File: src/hw/rtl/bcd_pkg.sv
// Package for the button click detector: state encoding, state codes,
// configuration register indexes and reset values. No dependencies.
package bcd_pkg;

  localparam int CfgW = 16;

  // Button state codes as they appear on the result port
  localparam logic [2:0] CODE_IDLE     = 3'd0;
  localparam logic [2:0] CODE_DEBOUNCE = 3'd1;
  localparam logic [2:0] CODE_SINGLE   = 3'd2;
  localparam logic [2:0] CODE_HELD     = 3'd3;
  localparam logic [2:0] CODE_WAIT     = 3'd4;
  localparam logic [2:0] CODE_DOUBLE   = 3'd5;
  localparam logic [2:0] CODE_LONG     = 3'd6;

  // Configuration register indexes
  localparam logic [1:0] CFG_DEBOUNCE = 2'd0;
  localparam logic [1:0] CFG_LONG     = 2'd1;
  localparam logic [1:0] CFG_DOUBLE   = 2'd2;

  localparam logic [CfgW-1:0] RST_DEBOUNCE = 16'd20;
  localparam logic [CfgW-1:0] RST_LONG     = 16'd1000;
  localparam logic [CfgW-1:0] RST_DOUBLE   = 16'd300;

  typedef enum logic [6:0] {
    ST_IDLE     = 7'b0000001,
    ST_DEBOUNCE = 7'b0000010,
    ST_SINGLE   = 7'b0000100,
    ST_HELD     = 7'b0001000,
    ST_WAIT     = 7'b0010000,
    ST_DOUBLE   = 7'b0100000,
    ST_LONG     = 7'b1000000
  } state_e;

  typedef struct packed {
    logic [CfgW-1:0] debounce_ticks;
    logic [CfgW-1:0] long_press_ticks;
    logic [CfgW-1:0] double_click_ticks;
  } cfg_t;

  function automatic logic [2:0] state_code(state_e s);
    logic [2:0] c;
    case (s)
      ST_IDLE:     c = CODE_IDLE;
      ST_DEBOUNCE: c = CODE_DEBOUNCE;
      ST_SINGLE:   c = CODE_SINGLE;
      ST_HELD:     c = CODE_HELD;
      ST_WAIT:     c = CODE_WAIT;
      ST_DOUBLE:   c = CODE_DOUBLE;
      ST_LONG:     c = CODE_LONG;
      default:     c = CODE_IDLE;
    endcase
    return c;
  endfunction

endpackage

File: src/hw/rtl/bcd_cfg.sv
// Configuration register file for the button click detector.
// Depends on bcd_pkg.
module bcd_cfg (
  input  logic                     clk_i,
  input  logic                     rst_ni,
  input  logic                     cfg_we_i,
  input  logic [1:0]               cfg_idx_i,
  input  logic [bcd_pkg::CfgW-1:0] cfg_wdata_i,
  output bcd_pkg::cfg_t            cfg_o
);
  import bcd_pkg::*;

  cfg_t cfg_q;

  always_ff @(posedge clk_i or negedge rst_ni) begin
    if (!rst_ni) begin
      cfg_q.debounce_ticks     <= RST_DEBOUNCE;
      cfg_q.long_press_ticks   <= RST_LONG;
      cfg_q.double_click_ticks <= RST_DOUBLE;
    end else if (cfg_we_i) begin
      case (cfg_idx_i)
        CFG_DEBOUNCE: cfg_q.debounce_ticks     <= cfg_wdata_i;
        CFG_LONG:     cfg_q.long_press_ticks   <= cfg_wdata_i;
        CFG_DOUBLE:   cfg_q.double_click_ticks <= cfg_wdata_i;
        default: ; // unused index, write dropped
      endcase
    end
  end

  assign cfg_o = cfg_q;

endmodule

File: src/hw/rtl/bcd_fsm.sv
// Button state machine with saturating elapsed-tick counter.
// Depends on bcd_pkg.
module bcd_fsm #(
  parameter int COUNT_WIDTH = 16
) (
  input  logic          clk_i,
  input  logic          rst_ni,
  input  logic          step_i,
  input  logic          pressed_i,
  input  bcd_pkg::cfg_t cfg_i,
  output logic [2:0]    state_o,
  output logic          changed_o
);
  import bcd_pkg::*;

  localparam int CmpW = (COUNT_WIDTH > CfgW) ? COUNT_WIDTH : CfgW;

  state_e                 mode_q, mode_d;
  logic [COUNT_WIDTH-1:0] elapsed_q, elapsed_d, tick;
  logic                   stamp;
  logic [CmpW-1:0]        t_c, deb_c, long_c, dbl_c;

  // advance first, sticking at all ones
  assign tick   = elapsed_q + COUNT_WIDTH'(~&elapsed_q);
  assign t_c    = CmpW'(tick);
  assign deb_c  = CmpW'(cfg_i.debounce_ticks);
  assign long_c = CmpW'(cfg_i.long_press_ticks);
  assign dbl_c  = CmpW'(cfg_i.double_click_ticks);

  always_comb begin
    mode_d = mode_q;
    stamp  = 1'b0;
    case (mode_q)
      ST_DEBOUNCE: begin
        if (!pressed_i) begin
          mode_d = ST_IDLE;
        end else if (t_c >= deb_c) begin
          mode_d = ST_SINGLE;
          stamp  = 1'b1;
        end
      end
      ST_SINGLE: begin
        mode_d = pressed_i ? ST_HELD : ST_IDLE;
      end
      ST_HELD: begin
        if (!pressed_i) begin
          mode_d = ST_WAIT;
          stamp  = 1'b1;
        end else if (t_c >= long_c) begin
          mode_d = ST_LONG;
          stamp  = 1'b1;
        end
      end
      ST_WAIT: begin
        if (pressed_i) begin
          if (t_c <= dbl_c) begin
            mode_d = ST_DOUBLE;
          end
        end else if (t_c > dbl_c) begin
          mode_d = ST_IDLE;
        end
      end
      ST_DOUBLE: begin
        mode_d = ST_IDLE;
      end
      ST_LONG: begin
        mode_d = pressed_i ? ST_LONG : ST_IDLE;
      end
      default: begin
        if (pressed_i) begin
          mode_d = ST_DEBOUNCE;
          stamp  = 1'b1;
        end else begin
          mode_d = ST_IDLE;
        end
      end
    endcase
  end

  assign elapsed_d = stamp ? '0 : tick;

  always_ff @(posedge clk_i or negedge rst_ni) begin
    if (!rst_ni) begin
      mode_q    <= ST_IDLE;
      elapsed_q <= '0;
    end else if (step_i) begin
      mode_q    <= mode_d;
      elapsed_q <= elapsed_d;
    end
  end

  assign state_o   = state_code(mode_d);
  assign changed_o = (mode_d != mode_q);

endmodule

File: src/hw/rtl/button_click_detector.sv
// Top level of the button click detector: input register, state update,
// result register and configuration port. Depends on bcd_pkg, bcd_cfg, bcd_fsm.
//
// Each input beat is one tick's sample of the button level; each sample gives
// exactly one result beat carrying the state code after that sample and a flag
// that marks a change. The block is a two-register pipeline: a sample lands in
// the input register, the state machine updates from it and the result goes to
// the output register. A new sample is taken every cycle while results are
// drained. A full output register stalls the update, and the input register
// then holds one more sample before ready drops. Registers (debounce, long
// press, double click window, all in ticks) are written through the plain
// write port; the user must write them only while the pipeline is empty, as
// the block itself does not enforce it.
module button_click_detector #(
  parameter int COUNT_WIDTH = 16
) (
  input  logic                     clk_i,
  input  logic                     rst_ni,
  // configuration write port
  input  logic                     cfg_we_i,
  input  logic [1:0]               cfg_idx_i,
  input  logic [bcd_pkg::CfgW-1:0] cfg_wdata_i,
  // sample channel
  input  logic                     in_valid_i,
  output logic                     in_ready_o,
  input  logic                     pressed_i,
  // result channel
  output logic                     out_valid_o,
  input  logic                     out_ready_i,
  output logic [2:0]               button_state_o,
  output logic                     state_changed_o
);
  import bcd_pkg::*;

  cfg_t       cfg;
  logic       in_valid_q, pressed_q;
  logic       out_valid_q, changed_q;
  logic [2:0] state_q;
  logic       advance;
  logic [2:0] res_state;
  logic       res_changed;

  // the state machine steps when a held sample can move into a free result slot
  assign advance    = in_valid_q && (!out_valid_q || out_ready_i);
  assign in_ready_o = !in_valid_q || advance;

  bcd_cfg u_cfg (
    .clk_i       (clk_i),
    .rst_ni      (rst_ni),
    .cfg_we_i    (cfg_we_i),
    .cfg_idx_i   (cfg_idx_i),
    .cfg_wdata_i (cfg_wdata_i),
    .cfg_o       (cfg)
  );

  bcd_fsm #(
    .COUNT_WIDTH (COUNT_WIDTH)
  ) u_fsm (
    .clk_i     (clk_i),
    .rst_ni    (rst_ni),
    .step_i    (advance),
    .pressed_i (pressed_q),
    .cfg_i     (cfg),
    .state_o   (res_state),
    .changed_o (res_changed)
  );

  // input register
  always_ff @(posedge clk_i or negedge rst_ni) begin
    if (!rst_ni) begin
      in_valid_q <= 1'b0;
    end else if (in_ready_o) begin
      in_valid_q <= in_valid_i;
    end
  end

  always_ff @(posedge clk_i) begin
    if (in_valid_i && in_ready_o) begin
      pressed_q <= pressed_i;
    end
  end

  // result register
  always_ff @(posedge clk_i or negedge rst_ni) begin
    if (!rst_ni) begin
      out_valid_q <= 1'b0;
    end else if (advance) begin
      out_valid_q <= 1'b1;
    end else if (out_ready_i) begin
      out_valid_q <= 1'b0;
    end
  end

  always_ff @(posedge clk_i) begin
    if (advance) begin
      state_q   <= res_state;
      changed_q <= res_changed;
    end
  end

  assign out_valid_o     = out_valid_q;
  assign button_state_o  = state_q;
  assign state_changed_o = changed_q;

`ifndef SYNTH
  // an empty result slot never blocks the sample side
  a_ready_when_empty : assert property (
    @(posedge clk_i) disable iff (!rst_ni)
    !out_valid_o |-> in_ready_o
  ) else $error("input stalled with empty result register");

  // a double click reaches the port as a change, and lasts one sample
  a_double_reported : assert property (
    @(posedge clk_i) disable iff (!rst_ni)
    advance && (res_state == CODE_DOUBLE)
      |=> out_valid_o && (button_state_o == CODE_DOUBLE) && state_changed_o
  ) else $error("double click result lost or unmarked");

  a_double_one_sample : assert property (
    @(posedge clk_i) disable iff (!rst_ni)
    advance && out_valid_o && (button_state_o == CODE_DOUBLE)
      |-> (res_state == CODE_IDLE)
  ) else $error("double click held for more than one sample");
`endif

endmodule
File: config.mk
export PLATFORM = sky130hd
export DESIGN_NAME = button_click_detector
export DESIGN_NICKNAME = d
export VERILOG_FILES = /design/src/hw/rtl/bcd_pkg.sv /design/src/hw/rtl/bcd_cfg.sv /design/src/hw/rtl/bcd_fsm.sv /design/src/hw/rtl/button_click_detector.sv
export SDC_FILE = /design/constraint.sdc
export NUM_CORES = 1
export LEC_CHECK = 0
export BUFFER_PORTS_ARGS = -buffer_cell sky130_fd_sc_hd__buf_2
export CAP_MARGIN = 30
export CORE_ASPECT_RATIO = 0.6
export CORE_MARGIN = 3
export CORE_UTILIZATION = 55
export CTS_BUF_LIST = sky130_fd_sc_hd__clkbuf_4
export CTS_CLUSTER_DIAMETER = 60
export DETAILED_ROUTE_END_ITERATION = 16
export PLACE_DENSITY = 0.76
export SLEW_MARGIN = 10
export SYNTH_ARGS = -nofsm -noshare
export SYNTH_HDL_FRONTEND = slang
export SYNTH_SLANG_ARGS = --single-unit
File: constraint.sdc
create_clock -name clk_i -period 4 [get_ports clk_i]
set_clock_uncertainty 0.2 [all_clocks]
set_input_delay 0.4 -clock clk_i [delete_from_list [all_inputs] [get_ports clk_i]]
set_output_delay 0.4 -clock clk_i [all_outputs]
set_load 0.02 [all_outputs]
==> results <==
- Measured on the finished design, the core utilization comes to 74.2%.
- The die boundary width is 129 um.
- During I/O placement, the number of pins put on the boundary was 30.
- The peak fanout along the critical path is 6.
- The number of setup violations in the final report is 18.
- The CTS tree is built.
- The clock latency of the later-clocked register in the worst-skew pair is 0.46 ns.
- Once placement completed, the tool counted placed cells totaling 677.
- The worst hold margin is 0.0393 ns.
- The highest attainable clock frequency is 0.242 GHz.
- The number of global-route vias before repair was 4,070.
- The clock-pin slew of the registers on the worst-case setup and hold paths is 0.12 ns.
- After technology mapping, the gate count stands at 515.
- The count of final hold-check violations was 0.
- The die boundary height is 79.8 um.
- The total number of placement rows is 26.
- In this design, the stage delay of the slowest critical-path cell is 0.44 ns.
- In the final routed layout, each cell accounts on average for 18.5 um.
- After legalization and detailed placement, the total HPWL measured 9190 um.
- The number of nets in the final layout is 692.
- Setup slack on the critical path of the routed design comes to -0.125 ns.
- The final critical path takes up 103% of the cycle.
- The count of input and output buffers is 29.
- After synthesis, the share of flip-flops with an asynchronous set or reset is 93.6%.
- Data arrives at the worst endpoint at 4.27 ns.
- The first routing iteration left 316 violations.
- The total global-route track usage is 26.1%.
- The worst slew slack as a fraction of its limit is 50.5%.
- The largest voltage drop on the vdd net is 258 uV.
- Max-cap violations in this run came to 0.
- The aggregate routed wire length is 13,600 um.
- The run finished, with violations left.
- The initial antenna violation count came to 0.
- The area of the placeable core is 8650 um^2.
- The final reports fail on negative setup slack.
- After global routing the overflow that remains totals 0.
- For this configuration, the core starts out at a cell density of 57.6%.
- Traced cell by cell, the critical path runs through and3_4 -> nand3_4 -> or4_4 -> ha_4 -> nand3_4 -> nor2_2 -> and3_4 -> xor2_2 -> buf_4 -> ha_4 -> nand4_1 -> a2111oi_4 -> a211oi_4 -> a21oi_2 -> buf_6 -> nor2_1 -> a31o_2.
- The cell area that synthesis handed to floorplanning was 4990 um^2.
- The layout-stage area growth over the synthesis result is 28.9%.
- STA classifies the critical path startpoint as a flip-flop.
- The total clock sinks is 78.
- The share of synthesized area occupied by flip-flops and latches is 40.0%.
- The worst-margin pin slew is 0.742 ns.
- The max-slew violation total from the final report is 0.
- Counting flops and latches in the post-synthesis netlist gives 78.
- Setup repair after global routing could not meet its margin everywhere.
- For this run, the number of Yosys warnings is 0.
- No sink is reached through more buffers than the 2 on the longest clock path.
- CTS built an H-tree with a depth of 3.
- The number of standard cells in the layout, taps in and fillers out is 735.
- The floorplan step defined a die boundary enclosing 10,300 um^2.
- TritonCTS created 9 clock buffers.
- The data required time at the worst endpoint is 4.15 ns.
- The count of flip-flops with a built-in enable after synthesis is 5.
- At the end of routability-driven placement, the weighted congestion stood at 0.909.
- The buffer cell driving the clock tree root is clkbuf_4.
- The post-route netlist has 34.8% of its cells at a drive strength greater than 1.
- The critical path is of the flip-flop to flip-flop type.
- Using the TritonRoute via totals, the vias-per-cell ratio works out to 5.90.
- The wire length of the first global-routing pass is 20,600 um.
- The smallest clock period supported by the final layout is computed as 4.13 ns.
- The count of unique library cells instantiated by Yosys is 59.
- In this run the static leakage power is 3.01 nW.
- The final route contains 4,339 vias.
- The most used flip-flop cell after synthesis is dfrtp_1.
- The maximum number of pins on one net before global-route repair is 50.
- The ratio of total power to cell area is 368 nW/um^2.
- In the routed design, unresolved DRC markers number 0.
- The number of antenna diodes in the final layout is 0.
- The worst setup path is captured at a flip-flop.
- The count of TritonRoute iterations in the first routing pass is 5.
- The slowest cell on the critical path is or4_4.
- The type of the most critical hold path is primary input to flip-flop.
- Setup total negative slack on the finished layout was measured at -1.63 ns.
- The post-route antenna net violation count is 0.
- The worst setup slack after placement is -0.258 ns.
- The mean post-synth cell area is 9.68 um^2.
- The number of nets in the synthesized netlist is 589.
==> logic make-up (layout without fill, tap and decap cells) <==
logic type | count (synthesis) | after routing | synth area share (%)
DFF | 78 | 78 | 40.0
and+or+nand+nor | 148 | 148 | 15.7
xor gates and xnor gates | 16 | 16 | 2.81
AOI/OAI and AO/OA | 108 | 108 | 14.4
adders and majority gates | 50 | 50 | 12.5
buffers and inverters | 80 | 188 | 6.70
muxes | 35 | 35 | 7.85
==> placed cells by master, fill, tap and decap left out, types with 9 or more instances in the layout <==
master / n
buf_4: 61
dfrtp_1: 60
inv_1: 57
nand2_1: 55
ha_1: 44
o21ai_0: 34
mux2_2: 33
buf_2: 30
a21oi_1: 21
dlygate4sd3_1: 19
nand3_1: 13
nand4_1: 13
dfstp_2: 13
nor2_1: 10
clkbuf_4: 9
==> power by group <==
group | switching (mW) | leakage, nW | internal, mW | total (mW)
Combinational | 0.459 | 1.99 | 0.361 | 0.819
Sequential | 0.0718 | 0.936 | 0.930 | 1.00
Clock | 0.294 | 0.0794 | 0.249 | 0.543
==> what timing repair did <==
action / 4_1_cts / 5_1_grt
buffers inserted: 14 / 6
endpoints found under the hold margin: 57 / 3
pin swaps: 18 / 18
endpoints found under the setup margin: 23 / 26
hold buffers: 18 / 1
gates resized for setup: 21 / 29
gates cloned: 0 / 1
==> metal layers <==
layer / vias to the layer above / share of wire [%] / track usage (%)
met5: - / 0 / 0
met4: 0 / 1.3 / 5.87
met3: 19 / 7.1 / 8.62
met2: 169 / 44 / 36.7
met1: 2116 / 48 / 38.7
li1: 2035 / - / -
==> final cells by class <==
type,instances,area [um^2]
Sequential cell,78,1990
Clock buffer,9,67.6
Tap cell,112,140
Fill cell,588,2230
Multi-Input combinational cell,357,3060
Inverter,57,214
Clock inverter,7,88.8
Timing Repair Buffer,115,862
==> final timing paths <==
kind	from	slack [ns]	cells past startpoint	endpoint
worst min-delay path	out_ready_i	0.04	3	out_valid_o
worst max-delay path	u_fsm.elapsed_q[10]	-0.13	17	u_fsm.elapsed_q[14]
min in group asynchronous	rst_ni	0.23	2	u_cfg.cfg_o[38]
max in group asynchronous	rst_ni	2.32	3	out_valid_o
worst max register to register	u_fsm.elapsed_q[10]	-0.13	17	u_fsm.elapsed_q[14]
worst min register to register	u_cfg.cfg_o[29]	0.32	1	u_cfg.cfg_o[29]
==> synthesized netlist by cell type, types with 13 or more instances <==
| cell | number | area (um^2) |
|---|---|---|
| clkbuf_1 | 14 | 52.6 |
| mux2_2 | 33 | 372 |
| nor2_1 | 13 | 48.8 |
| a21oi_1 | 22 | 110 |
| nand4_1 | 13 | 81.3 |
| nand2_1 | 56 | 210 |
| o21ai_0 | 37 | 185 |
| ha_1 | 50 | 626 |
| nand3_1 | 18 | 90.1 |
| inv_1 | 57 | 214 |
| dfrtp_1 | 60 | 1500 |
| dfstp_2 | 13 | 342 |
==> metrics by stage <==
stage / power [mW] / cell area (um^2)
2_1_floorplan: 1.50 / 5080
3_3_place_gp: 1.70 / 5580
3_5_place_dp: 1.74 / 5580
4_1_cts: 2.31 / 6160
5_1_grt: 2.51 / 6420
6_report: 2.36 / 6420
==> registers in the layout (all words and copies together) (netlist names) <==
signal,count
u_fsm.elapsed_q,16
out_valid_o,1
in_valid_q,1
button_state_o,3
pressed_q,1
u_cfg.cfg_o,48
state_changed_o,1
u_fsm.mode_q,7
==> critical path, delay by kind of cell (launching register included) <==
family,cells,cell delay [ns]
AOI/OAI and AO/OA,4,1.05
xor gates and xnor gates,1,0.20
adders and majority gates,2,0.46
buffers and inverters,2,0.32
DFF,1,0.37
and+or+nand+nor,8,1.42
Power figures use the tool's default switching activity.
